==> config.mk <==
export PLATFORM = sky130hd
export DESIGN_NAME = cone_isolation_sums_unit
export DESIGN_NICKNAME = d
export VERILOG_FILES = /design/src/cis_pkg.sv /design/src/cis_footprint.sv /design/src/cone_isolation_sums_unit.sv
export SDC_FILE = /design/constraint.sdc
export NUM_CORES = 2
export LEC_CHECK = 0
export BUFFER_PORTS_ARGS = -buffer_cell sky130_fd_sc_hd__buf_4
export CORE_MARGIN = 4
export CORE_UTILIZATION = 50
export CTS_CLUSTER_DIAMETER = 200
export DETAILED_ROUTE_END_ITERATION = 7
export PLACE_DENSITY = 0.67
export SYNTH_ARGS = -nofsm -noshare
export SYNTH_HDL_FRONTEND = slang
export SYNTH_SLANG_ARGS = --single-unit
export TNS_END_PERCENT = 20
==> constraint.sdc <==
create_clock -name clk -period 21.2 [get_ports clk]
set_input_delay 1.06 -clock clk [delete_from_list [all_inputs] [get_ports clk]]
set_output_delay 1.06 -clock clk [all_outputs]
set_load 0.02 [all_outputs]
==> src/cis_pkg.sv <==
// Shared types, constants and helpers for the cone isolation sums block.
package cis_pkg;

	localparam int FOOTPRINT_DEPTH_DEF = 16;

	localparam int NUM_SUMS   = 5;
	localparam int SUM_W      = 32;
	localparam int PT_W       = 16;
	localparam int INDEX_W    = 16;
	localparam int CONE_SQ_W  = 21;
	localparam int DELTA_W    = 15;
	localparam int DIST_SQ_W  = 30;

	localparam int SUM_CH_HADRON = 0;
	localparam int SUM_CHARGED   = 1;
	localparam int SUM_NEUTRAL   = 2;
	localparam int SUM_PHOTON    = 3;
	localparam int SUM_PILEUP    = 4;

	localparam logic signed [DELTA_W-1:0] PI_Q     = 15'sd3217;
	localparam logic signed [DELTA_W-1:0] TWO_PI_Q = 15'sd6434;
	localparam logic [PT_W-1:0]           PT_THRESHOLD = 16'd8;
	localparam logic [8:0]                ID_PHOTON   = 9'd22;
	localparam logic [8:0]                ID_ELECTRON = 9'd11;
	localparam logic [8:0]                ID_MUON     = 9'd13;
	localparam logic [1:0]                VERTEX_MIN  = 2'd2;
	localparam logic [CONE_SQ_W-1:0]      CONE_SQ_MAX = '1;

	typedef enum logic [1:0] {
		CMD_BEGIN     = 2'd0,
		CMD_FOOTPRINT = 2'd1,
		CMD_CANDIDATE = 2'd2
	} cmd_t;

	// Input payload, last field in the lowest bits
	typedef struct packed {
		logic [4:0]         pad;
		logic [1:0]         vertex_assoc;
		logic [8:0]         particle_id;
		logic signed [1:0]  charge;
		logic [PT_W-1:0]    pt;
		logic [INDEX_W-1:0] cand_index;
		logic [10:0]        cone_radius;
		logic signed [12:0] phi;
		logic signed [13:0] eta;
	} item_t;

	typedef struct packed {
		logic clear;
		logic add;
	} fp_ctrl_t;

	typedef struct packed {
		logic hit;
		logic overflow;
		logic full;
	} fp_status_t;

	function automatic logic signed [DELTA_W-1:0] wrap_phi(input logic signed [DELTA_W-1:0] d);
		logic signed [DELTA_W-1:0] v;
		v = d;
		for (int i = 0; i < 3; i++) begin
			if (v > PI_Q)
				v = v - TWO_PI_Q;
			else if (v < -PI_Q)
				v = v + TWO_PI_Q;
		end
		return v;
	endfunction

	function automatic logic [SUM_W-1:0] sat_add(input logic [SUM_W-1:0] a,
			input logic [PT_W-1:0] b);
		logic [SUM_W:0] t;
		t = {1'b0, a} + {{(SUM_W + 1 - PT_W){1'b0}}, b};
		return t[SUM_W] ? {SUM_W{1'b1}} : t[SUM_W-1:0];
	endfunction

endpackage

==> src/cis_footprint.sv <==
// Footprint index store with parallel match against the candidate index.
module cis_footprint import cis_pkg::*; #(
	parameter int FOOTPRINT_DEPTH = FOOTPRINT_DEPTH_DEF
) (
	input  logic               clk,
	input  logic               arst_n,
	input  fp_ctrl_t           ctrl,
	input  logic [INDEX_W-1:0] wr_index,
	input  logic [INDEX_W-1:0] lookup_index,
	output fp_status_t         status
);

	localparam int CW = $clog2(FOOTPRINT_DEPTH + 1);
	localparam int AW = (FOOTPRINT_DEPTH > 1) ? $clog2(FOOTPRINT_DEPTH) : 1;

	logic [INDEX_W-1:0]         store_q [FOOTPRINT_DEPTH];
	logic [CW-1:0]              count_q;
	logic                       overflow_q;
	logic                       full;
	logic [FOOTPRINT_DEPTH-1:0] match;

	assign full = (count_q == CW'(FOOTPRINT_DEPTH));

	always_ff @(posedge clk or negedge arst_n) begin
		if (!arst_n) begin
			count_q    <= '0;
			overflow_q <= 1'b0;
		end else if (ctrl.clear) begin
			count_q    <= '0;
			overflow_q <= 1'b0;
		end else if (ctrl.add) begin
			if (full)
				overflow_q <= 1'b1;
			else
				count_q <= count_q + CW'(1);
		end
	end

	always_ff @(posedge clk) begin
		if (ctrl.add && !ctrl.clear && !full)
			store_q[count_q[AW-1:0]] <= wr_index;
	end

	// only entries below the fill count take part
	for (genvar i = 0; i < FOOTPRINT_DEPTH; i++) begin : g_match
		assign match[i] = (count_q > CW'(i)) && (store_q[i] == lookup_index);
	end

	assign status.hit      = |match;
	assign status.overflow = overflow_q;
	assign status.full     = full;

endmodule

==> src/cone_isolation_sums_unit.sv <==
// Top level: cone isolation sums over a stream of lepton, footprint and candidate requests.
//
// Input stream (s_*): one request per beat, kind in s_tuser (0 begin lepton, 1 footprint
// index, 2 candidate, 3 ignored), s_tlast asks for a result on begin and candidate requests.
// Output stream (m_*): one beat per result, the five pt sums in m_tdata and the footprint
// overflow flag in m_tuser.
// A request is registered in the input stage on acceptance and fully processed from there
// (distance, phi wrap, footprint compare and saturating add) into the result register,
// which drives m_tvalid. Throughput is one request per cycle while the input stage is not
// held; the single processing stage carries all state.
// Reset clears the lepton, the cone, the sums, the footprint count and overflow flag;
// footprint entries are only ever compared below the fill count.
// When the receiver stalls, the result register holds; requests without a result keep
// flowing, and the first one that needs the result register waits in the input stage,
// which then also holds s_tready low.
module cone_isolation_sums_unit import cis_pkg::*; #(
	parameter int FOOTPRINT_DEPTH = FOOTPRINT_DEPTH_DEF
) (
	input  logic         clk,
	input  logic         arst_n,
	input  logic         s_tvalid,
	output logic         s_tready,
	// eta[13:0] phi[26:14] cone_radius[37:27] cand_index[53:38] pt[69:54]
	// charge[71:70] particle_id[80:72] vertex_assoc[82:81] zero[87:83]
	input  logic [87:0]  s_tdata,
	// cmd[1:0]
	input  logic [1:0]   s_tuser,
	input  logic         s_tlast,
	output logic         m_tvalid,
	input  logic         m_tready,
	// charged_hadron_sum[31:0] charged_sum[63:32] neutral_sum[95:64]
	// photon_sum[127:96] pileup_sum[159:128]
	output logic [159:0] m_tdata,
	// footprint_overflow[0]
	output logic         m_tuser
);

	logic        valid_s1;
	item_t       item_s1;
	logic [1:0]  cmd_s1;
	logic        last_s1;

	logic signed [13:0]     lep_eta_q;
	logic signed [12:0]     lep_phi_q;
	logic [CONE_SQ_W-1:0]   cone_sq_q;
	logic [SUM_W-1:0]       sum_q [NUM_SUMS];
	logic [SUM_W-1:0]       sum_next [NUM_SUMS];
	logic [NUM_SUMS-1:0]    add_en;

	logic        is_begin, is_fp, is_cand, emit, proc;
	logic signed [DELTA_W-1:0] deta, dphi_raw, dphi;
	logic signed [DIST_SQ_W-1:0] eta_sq, phi_sq;
	logic [DIST_SQ_W-1:0] dist_sq;
	logic [21:0]          radius_sq;
	logic                 in_cone, take, neutral, from_vtx, above, is_lepton;

	fp_ctrl_t   fp_ctrl;
	fp_status_t fp_status;

	logic             out_valid_q;
	logic [159:0]     out_data_q;
	logic             out_flag_q;

	// input stage
	assign s_tready = !valid_s1 || proc;

	always_ff @(posedge clk or negedge arst_n) begin
		if (!arst_n)
			valid_s1 <= 1'b0;
		else if (s_tready)
			valid_s1 <= s_tvalid;
	end

	always_ff @(posedge clk) begin
		if (s_tvalid && s_tready) begin
			item_s1 <= item_t'(s_tdata);
			cmd_s1  <= s_tuser;
			last_s1 <= s_tlast;
		end
	end

	always_comb begin
		is_begin = 1'b0;
		is_fp    = 1'b0;
		is_cand  = 1'b0;
		case (cmd_t'(cmd_s1))
			CMD_BEGIN:     is_begin = 1'b1;
			CMD_FOOTPRINT: is_fp    = 1'b1;
			CMD_CANDIDATE: is_cand  = 1'b1;
			default:       ;
		endcase
	end

	assign emit = last_s1 && (is_begin || is_cand);
	// hold only a request that needs the result register while it is still occupied
	assign proc = valid_s1 && !(emit && out_valid_q && !m_tready);

	// geometry
	assign deta     = {item_s1.eta[13], item_s1.eta} - {lep_eta_q[13], lep_eta_q};
	assign dphi_raw = {{2{item_s1.phi[12]}}, item_s1.phi} - {{2{lep_phi_q[12]}}, lep_phi_q};
	assign dphi     = wrap_phi(dphi_raw);
	assign eta_sq   = DIST_SQ_W'(deta) * DIST_SQ_W'(deta);
	assign phi_sq   = DIST_SQ_W'(dphi) * DIST_SQ_W'(dphi);
	assign dist_sq  = $unsigned(eta_sq) + $unsigned(phi_sq);
	assign in_cone  = dist_sq < {{(DIST_SQ_W - CONE_SQ_W){1'b0}}, cone_sq_q};
	assign radius_sq = 22'(item_s1.cone_radius) * 22'(item_s1.cone_radius);

	assign fp_ctrl.clear = proc && is_begin;
	assign fp_ctrl.add   = proc && is_fp;

	cis_footprint #(
		.FOOTPRINT_DEPTH(FOOTPRINT_DEPTH)
	) u_footprint (
		.clk         (clk),
		.arst_n      (arst_n),
		.ctrl        (fp_ctrl),
		.wr_index    (item_s1.cand_index),
		.lookup_index(item_s1.cand_index),
		.status      (fp_status)
	);

	// classification
	assign take      = proc && is_cand && in_cone && !fp_status.hit;
	assign neutral   = (item_s1.charge == 2'sd0);
	assign from_vtx  = (item_s1.vertex_assoc >= VERTEX_MIN);
	assign above     = (item_s1.pt > PT_THRESHOLD);
	assign is_lepton = (item_s1.particle_id == ID_MUON) || (item_s1.particle_id == ID_ELECTRON);

	assign add_en[SUM_CH_HADRON] = take && !neutral && from_vtx && !is_lepton;
	assign add_en[SUM_CHARGED]   = take && !neutral && from_vtx;
	assign add_en[SUM_NEUTRAL]   = take && neutral && above
		&& (item_s1.particle_id != ID_PHOTON);
	assign add_en[SUM_PHOTON]    = take && neutral && above
		&& (item_s1.particle_id == ID_PHOTON);
	assign add_en[SUM_PILEUP]    = take && !neutral && !from_vtx && above;

	for (genvar k = 0; k < NUM_SUMS; k++) begin : g_sum
		always_comb begin
			if (is_begin)
				sum_next[k] = '0;
			else if (add_en[k])
				sum_next[k] = sat_add(sum_q[k], item_s1.pt);
			else
				sum_next[k] = sum_q[k];
		end

		always_ff @(posedge clk or negedge arst_n) begin
			if (!arst_n)
				sum_q[k] <= '0;
			else if (proc)
				sum_q[k] <= sum_next[k];
		end
	end

	always_ff @(posedge clk or negedge arst_n) begin
		if (!arst_n) begin
			lep_eta_q <= '0;
			lep_phi_q <= '0;
			cone_sq_q <= '0;
		end else if (proc && is_begin) begin
			lep_eta_q <= item_s1.eta;
			lep_phi_q <= item_s1.phi;
			cone_sq_q <= radius_sq[21] ? CONE_SQ_MAX : radius_sq[CONE_SQ_W-1:0];
		end
	end

	// result register
	always_ff @(posedge clk or negedge arst_n) begin
		if (!arst_n)
			out_valid_q <= 1'b0;
		else if (proc && emit)
			out_valid_q <= 1'b1;
		else if (m_tready)
			out_valid_q <= 1'b0;
	end

	always_ff @(posedge clk) begin
		if (proc && emit) begin
			out_data_q <= {sum_next[SUM_PILEUP], sum_next[SUM_PHOTON], sum_next[SUM_NEUTRAL],
				sum_next[SUM_CHARGED], sum_next[SUM_CH_HADRON]};
			out_flag_q <= is_begin ? 1'b0 : fp_status.overflow;
		end
	end

	assign m_tvalid = out_valid_q;
	assign m_tdata  = out_data_q;
	assign m_tuser  = out_flag_q;

	// checks
	a_hadron_le_charged: assert property (@(posedge clk) disable iff (!arst_n)
		sum_q[SUM_CH_HADRON] <= sum_q[SUM_CHARGED])
		else $error("charged hadron sum exceeds charged sum");

	a_begin_clears: assert property (@(posedge clk) disable iff (!arst_n)
		proc && is_begin |=> (sum_q[SUM_CHARGED] == '0) && (sum_q[SUM_NEUTRAL] == '0)
			&& (sum_q[SUM_PHOTON] == '0) && (sum_q[SUM_PILEUP] == '0) && !fp_status.overflow)
		else $error("sums not cleared after begin");

	a_overflow_full: assert property (@(posedge clk) disable iff (!arst_n)
		fp_status.overflow |-> fp_status.full)
		else $error("footprint overflow without a full store");

	a_stall_reason: assert property (@(posedge clk) disable iff (!arst_n)
		valid_s1 && !proc |-> emit && out_valid_q && !m_tready)
		else $error("input stage held without a pending result");

endmodule
* Yosys cells after proc, flatten, opt, wreduce, memory -nomap -nowiden
Memory sizes are Yosys's and may differ from the RTL's.
Cells that the tools add are included.
** Word-level totals
- Bits in registers :: 463
- Latch bits :: 0
- Memory bits (writable) :: 256
- Bits in read-only memories :: 0
- Word-level logic and storage cells :: 185
- Memories kept :: 1
** Operators by class
- Add/subtract/negate cells :: 15
- Multipliers :: 3
- Divide/modulo/power cells :: 0
- Magnitude comparators :: 25
- Eq/ne operators :: 24
- Shifts and indexed selects :: 0
- Multiplexer cells :: 35
- Bitwise gates (word level) :: 0
- Reduce and logical (&&, ||, !) cells :: 58
** Memory list
- u_footprint.store_q :: words 16, width 16, read ports 16, clocked after memory_dff 0, write ports 1, line cis_footprint.sv:16 : logic [INDEX_W-1:0] store_q [FOOTPRINT_DEPTH];
** Operators by type and width (count)
- 32-bit 2-to-1 mux :: 15
- 16-bit == test :: 16
- 32-bit by 16-bit adder with 33-bit output :: 5
- 15-bit 2-to-1 mux :: 6
- 15-bit by 15-bit multiplier with 30-bit output :: 2
- 5-bit by 4-bit greater-than comparator with 1-bit output, second input constant :: 8
- 1-bit logical AND :: 38
- 15-bit by 14-bit adder with 15-bit output, second input constant :: 2
- 30-bit adder :: 1
- 15-bit by 13-bit greater-than comparator with 1-bit output, second input constant :: 2
- 15-bit by 13-bit less-than comparator with 1-bit output, second input constant :: 2
- 30-bit by 21-bit less-than comparator with 1-bit output :: 1
- 15-bit by 14-bit subtractor with 15-bit output, second input constant :: 2
- 11-bit by 11-bit multiplier with 22-bit output :: 1
- 21-bit 2-to-1 mux :: 1
- 5-bit by 3-bit greater-than comparator with 1-bit output, second input constant :: 4
- 9-bit by 4-bit == test with 1-bit output, second input constant :: 2
- 16-bit by 4-bit greater-than comparator with 1-bit output, second input constant :: 1
- 16-bit OR reduction :: 1
- 14-bit by 14-bit adder with 15-bit output, second input constant :: 1
- 5-bit 2-to-1 mux :: 3
- 14-bit by 14-bit subtractor with 15-bit output :: 1
- 14-bit by 14-bit subtractor with 15-bit output, second input constant :: 1
- 14-bit by 13-bit greater-than comparator with 1-bit output, second input constant :: 1
- 18 further kinds :: 43

* Depth between registers and ports, before layout
- Depth after elaboration :: 20
- Depth in mapped cells :: 75
- Mapped depth without buffers :: 70

* Hierarchy
A second synthesis with hierarchy kept.
** Second synthesis, totals
- Cells, all modules :: 5168
- Area, all modules :: 55082.8 µm²
** By module, submodules not included
- cone_isolation_sums_unit :: times used 1, cells each 4439, area each 43546.8 µm²
- cis_footprint :: times used 1, cells each 729, area each 11536.1 µm²

* Worst setup path before layout
OpenSTA, ideal clock, no wires.
- Path kind :: register -> register
- From :: register lep_phi_q[0]
- To :: register out_data_q[145], in the netlist m_tdata[145], data pin
- Library setup time :: 0.258 ns
- Data arrival time :: 15.575 ns
- Setup slack :: 5.367 ns
- Cell stages (with the launch flop) :: 68
- Buffers on the path :: 5
- Period minus slack after synthesis :: 15.833 ns
- Cell sequence :: dfrtp_1 -> ha_1 -> fa_1 -> nand2b_1 -> a21oi_2 -> xor2_2 -> a31oi_1 -> o32a_1 -> o221ai_2 -> buf_2 -> and2_1 -> xnor2_1 -> inv_1 -> ha_1 -> or4b_1 -> a2111oi_4 -> a21oi_2 -> o21a_1 -> [... 32 more ...] -> a21oi_1 -> o21ai_0 -> nand4_1 -> nand2_1 -> xor2_1 -> ha_1 -> nor2_1 -> nand4_1 -> nor4_1 -> nand4_1 -> or3_1 -> a211oi_1 -> nand4_1 -> or4_1 -> clkbuf_1 -> or4_1 -> nand2_1 -> nor2_1
** RTL lines
- start: declaration :: line cone_isolation_sums_unit.sv:44 : logic signed [12:0] lep_phi_q;
- start signal: assignment :: line cone_isolation_sums_unit.sv:162 : lep_phi_q <= item_s1.phi;
- end signal: assignment :: line cone_isolation_sums_unit.sv:179 : out_data_q <= {sum_next[SUM_PILEUP], sum_next[SUM_PHOTON], sum_next[SUM_NEUTRAL],
- end: declaration :: line cone_isolation_sums_unit.sv:61 : logic [159:0] out_data_q;

==> reports/metrics.csv <==
metric,value,unit
first-pass GRT wire length,218,mm
fmax,51.3,MHz
RSZ-0062 raised after global routing,false,
Yosys top cell by area,edfxtp_1,
Relative slew margins,0.108,
Worst Skew,0.0312,ns
DR WL/cell,19.9,um
"Core Util, Final",0.562,
"Slowest-stage cell, CP",or4_1,
post-synthesis cell count,5177,
layout cell share with drive strength beyond 1,0.101,
Synth Register Bits,718,
vias in the first global route,39700,
most common library cells after synthesis,"inv_1, fa_1, edfxtp_1",
post-CTS setup buffers,0,
CTS Buffer Depth,3,
prevailing post-synth register cell,edfxtp_1,
post-synth cell types,106,
via count,38500,
Syn Nets,6119,
Final Setup Violations,0,
Die Ht,339,um
crit-path max cell delay,0.83,ns
"EDFF count, synth",502,
CTS Hold Bufs,0,
Worst R2R Start,item_s1[14],
Fin. Hold Viols,0,
minimum clock period,19.50,ns
Port Buffers,251,
Min-Delay Path Class,in2async,
IO Count,258,
async set-reset flop share out of synthesis,0.301,
DR pass1 iterations,6,
Yosys warning count,0,
crit path max fanout,17,
Initial DRC Count,2946,
Synth area leaders,"edfxtp_1, fa_1, dfrtp_1",
syn_area_per_cell,10.6,um2
max_cap viols,0,
share of the synthesized area in the top cell type,0.276,
CP required,21.69,ns
kind of critical path,reg2reg,
Congestion Overflow GR,0,
Initial Util,0.503,
r2r endpoint,m_tdata[154],
Num CTS Buffers,78,
total wire length,137,mm
remaining antenna violation count,0,
Post-DP HPWL,99.8,mm
CP bufs+invs,7,
worst-margin pin slew,1.33,ns
Root Buffer,clkbuf_16,
Critical Path Source,item_s1[14],
startpoint class of the critical path,flop,
most frequent cell after synthesis,inv_1,
outcome,"finished, final reports clean",
"Net count, final",6342,
Setup crit end,m_tdata[154],
post-CTS sizing,0,
area of the die,0.115,mm2
Die Width,339,um
DRC,0,
reg2reg path depth,64,
Num Clock Sinks,718,
H-Tree Depth,3,
Synth Cell Area,0.0547,mm2
CTS tree,built,
CP top delay family,compound AO/OA/AOI/OAI gates,
initial antenna violation count,11,
Slew Limit Fails,0,
area grow syn2layout,11.7,%
Most common cell on crit path,fa_1,
Core Region,0.109,mm2
Reg2Reg Setup Slack,1.70,ns
Final Wtd Congestion,0.868,
critical path depth in cells,64,
Tcrit/Tclk final,0.920,
clock-pin slew on the worst setup and hold paths,0.07,ns
Critical Path AT,19.99,ns
Worst-Skew Late Latency,0.67,ns
post-synthesis sequential area ratio,0.375,
gr usage total,0.241,
pin count of the biggest net entering global routing,145,
setup tns final,0,ns
num rows,121,
Worst setup EP type,flop,
Vias/cell,5.60,
==> worst register-to-register path: cells and delay by family, from the launching register on <==
kind,cells,cell delay (ns)
AO/OA/AOI/OAI,20,6.33
adder cells (fa/ha/maj),14,5.42
AND/OR/NAND/NOR,18,5.39
XOR/XNOR,4,1.23
buffers and inverters,7,0.48
flip-flops,1,0.32
multiplexers,1,0.15
==> sequential cells by signal, summed over array words and instances, names as in the netlist <==
register                flops
u_footprint.overflow_q      1
last_s1                     1
cmd_s1                      2
valid_s1                    1
m_tdata                   160
cone_sq_q                  21
u_footprint.store_q       256
m_tvalid                    1
item_s1                    82
m_tuser                     1
lep_phi_q                  13
lep_eta_q                  14
sum_q                     160
u_footprint.count_q         5
==> layout by cell type, fill, tap and decap left out, drive strengths merged, types with 86 or more instances in the layout <==
cell type,Yosys,final
inv,778,780
fa,521,521
edfxtp,502,502
nor2,412,412
nand2,342,342
buf,27,329
ha,326,326
o21ai,222,222
xnor2,221,221
dfrtp,216,216
xor2,198,198
a21oi,173,173
and2,105,105
clkbuf,159,105
nor3,99,99
nand3,91,91
a21o,86,86
==> how the worst min path moves through the flow <==
stage	cells after the start	to
2_1_floorplan	2	cone_sq_q[1]
3_3_place_gp	2	cone_sq_q[1]
3_5_place_dp	2	lep_phi_q[6]
4_1_cts	1	sum_q[148]
5_1_grt	1	sum_q[148]
6_report	1	sum_q[148]
==> cells by family (layout without fill, tap and decap cells) <==
| kind of cell | count (synthesis) | in the layout | share of synthesized area |
|---|---|---|---|
| AOI/OAI and AO/OA | 850 | 850 | 0.103 |
| xor gates and xnor gates | 419 | 419 | 0.0679 |
| adders and majority gates | 847 | 847 | 0.265 |
| buffers and inverters | 968 | 1257 | 0.0672 |
| DFF | 718 | 718 | 0.375 |
| muxes | 25 | 25 | 0.00476 |
| other | 0 | 3 | 0 |
| and+or+nand+nor | 1350 | 1350 | 0.118 |
==> per-layer routing <==
layer	part of all wire	track usage	vias to the layer above	routed length [um]
met5	0.00030	0	-	41
met4	0.028	0.0671	6	3780
met3	0.067	0.0424	205	9200
met2	0.48	0.404	1170	66300
met1	0.42	0.324	19300	57600
li1	-	-	17800	-
==> stage by stage <==
stage                     setup WS (ns)  instance area [um2]  hold slack [ns]  std cells
after floorplan                    5.37                54700            0.450       5177
after global placement             2.18                58300            0.467       6733
after detailed placement           1.76                58300            0.477       6733
final                              1.70                61100            0.387       6883
after global routing              0.449                61100            0.390       6880
after CTS                          1.68                61000            0.357       6879
==> cell type report <==
| type | instances | area (um2) |
|---|---|---|
| antenna | 3 | 7.51 |
| clock buffer | 105 | 2160 |
| clock inverter | 41 | 578 |
| fill | 9288 | 47600 |
| inverter | 782 | 2940 |
| multi-input combinational | 3491 | 30600 |
| sequential | 718 | 20500 |
| tap | 1414 | 1770 |
| timing repair buffer | 329 | 2490 |
Power is not shown: default switching activity piles up to over one toggle a cycle in this logic, so the estimate is an artifact.
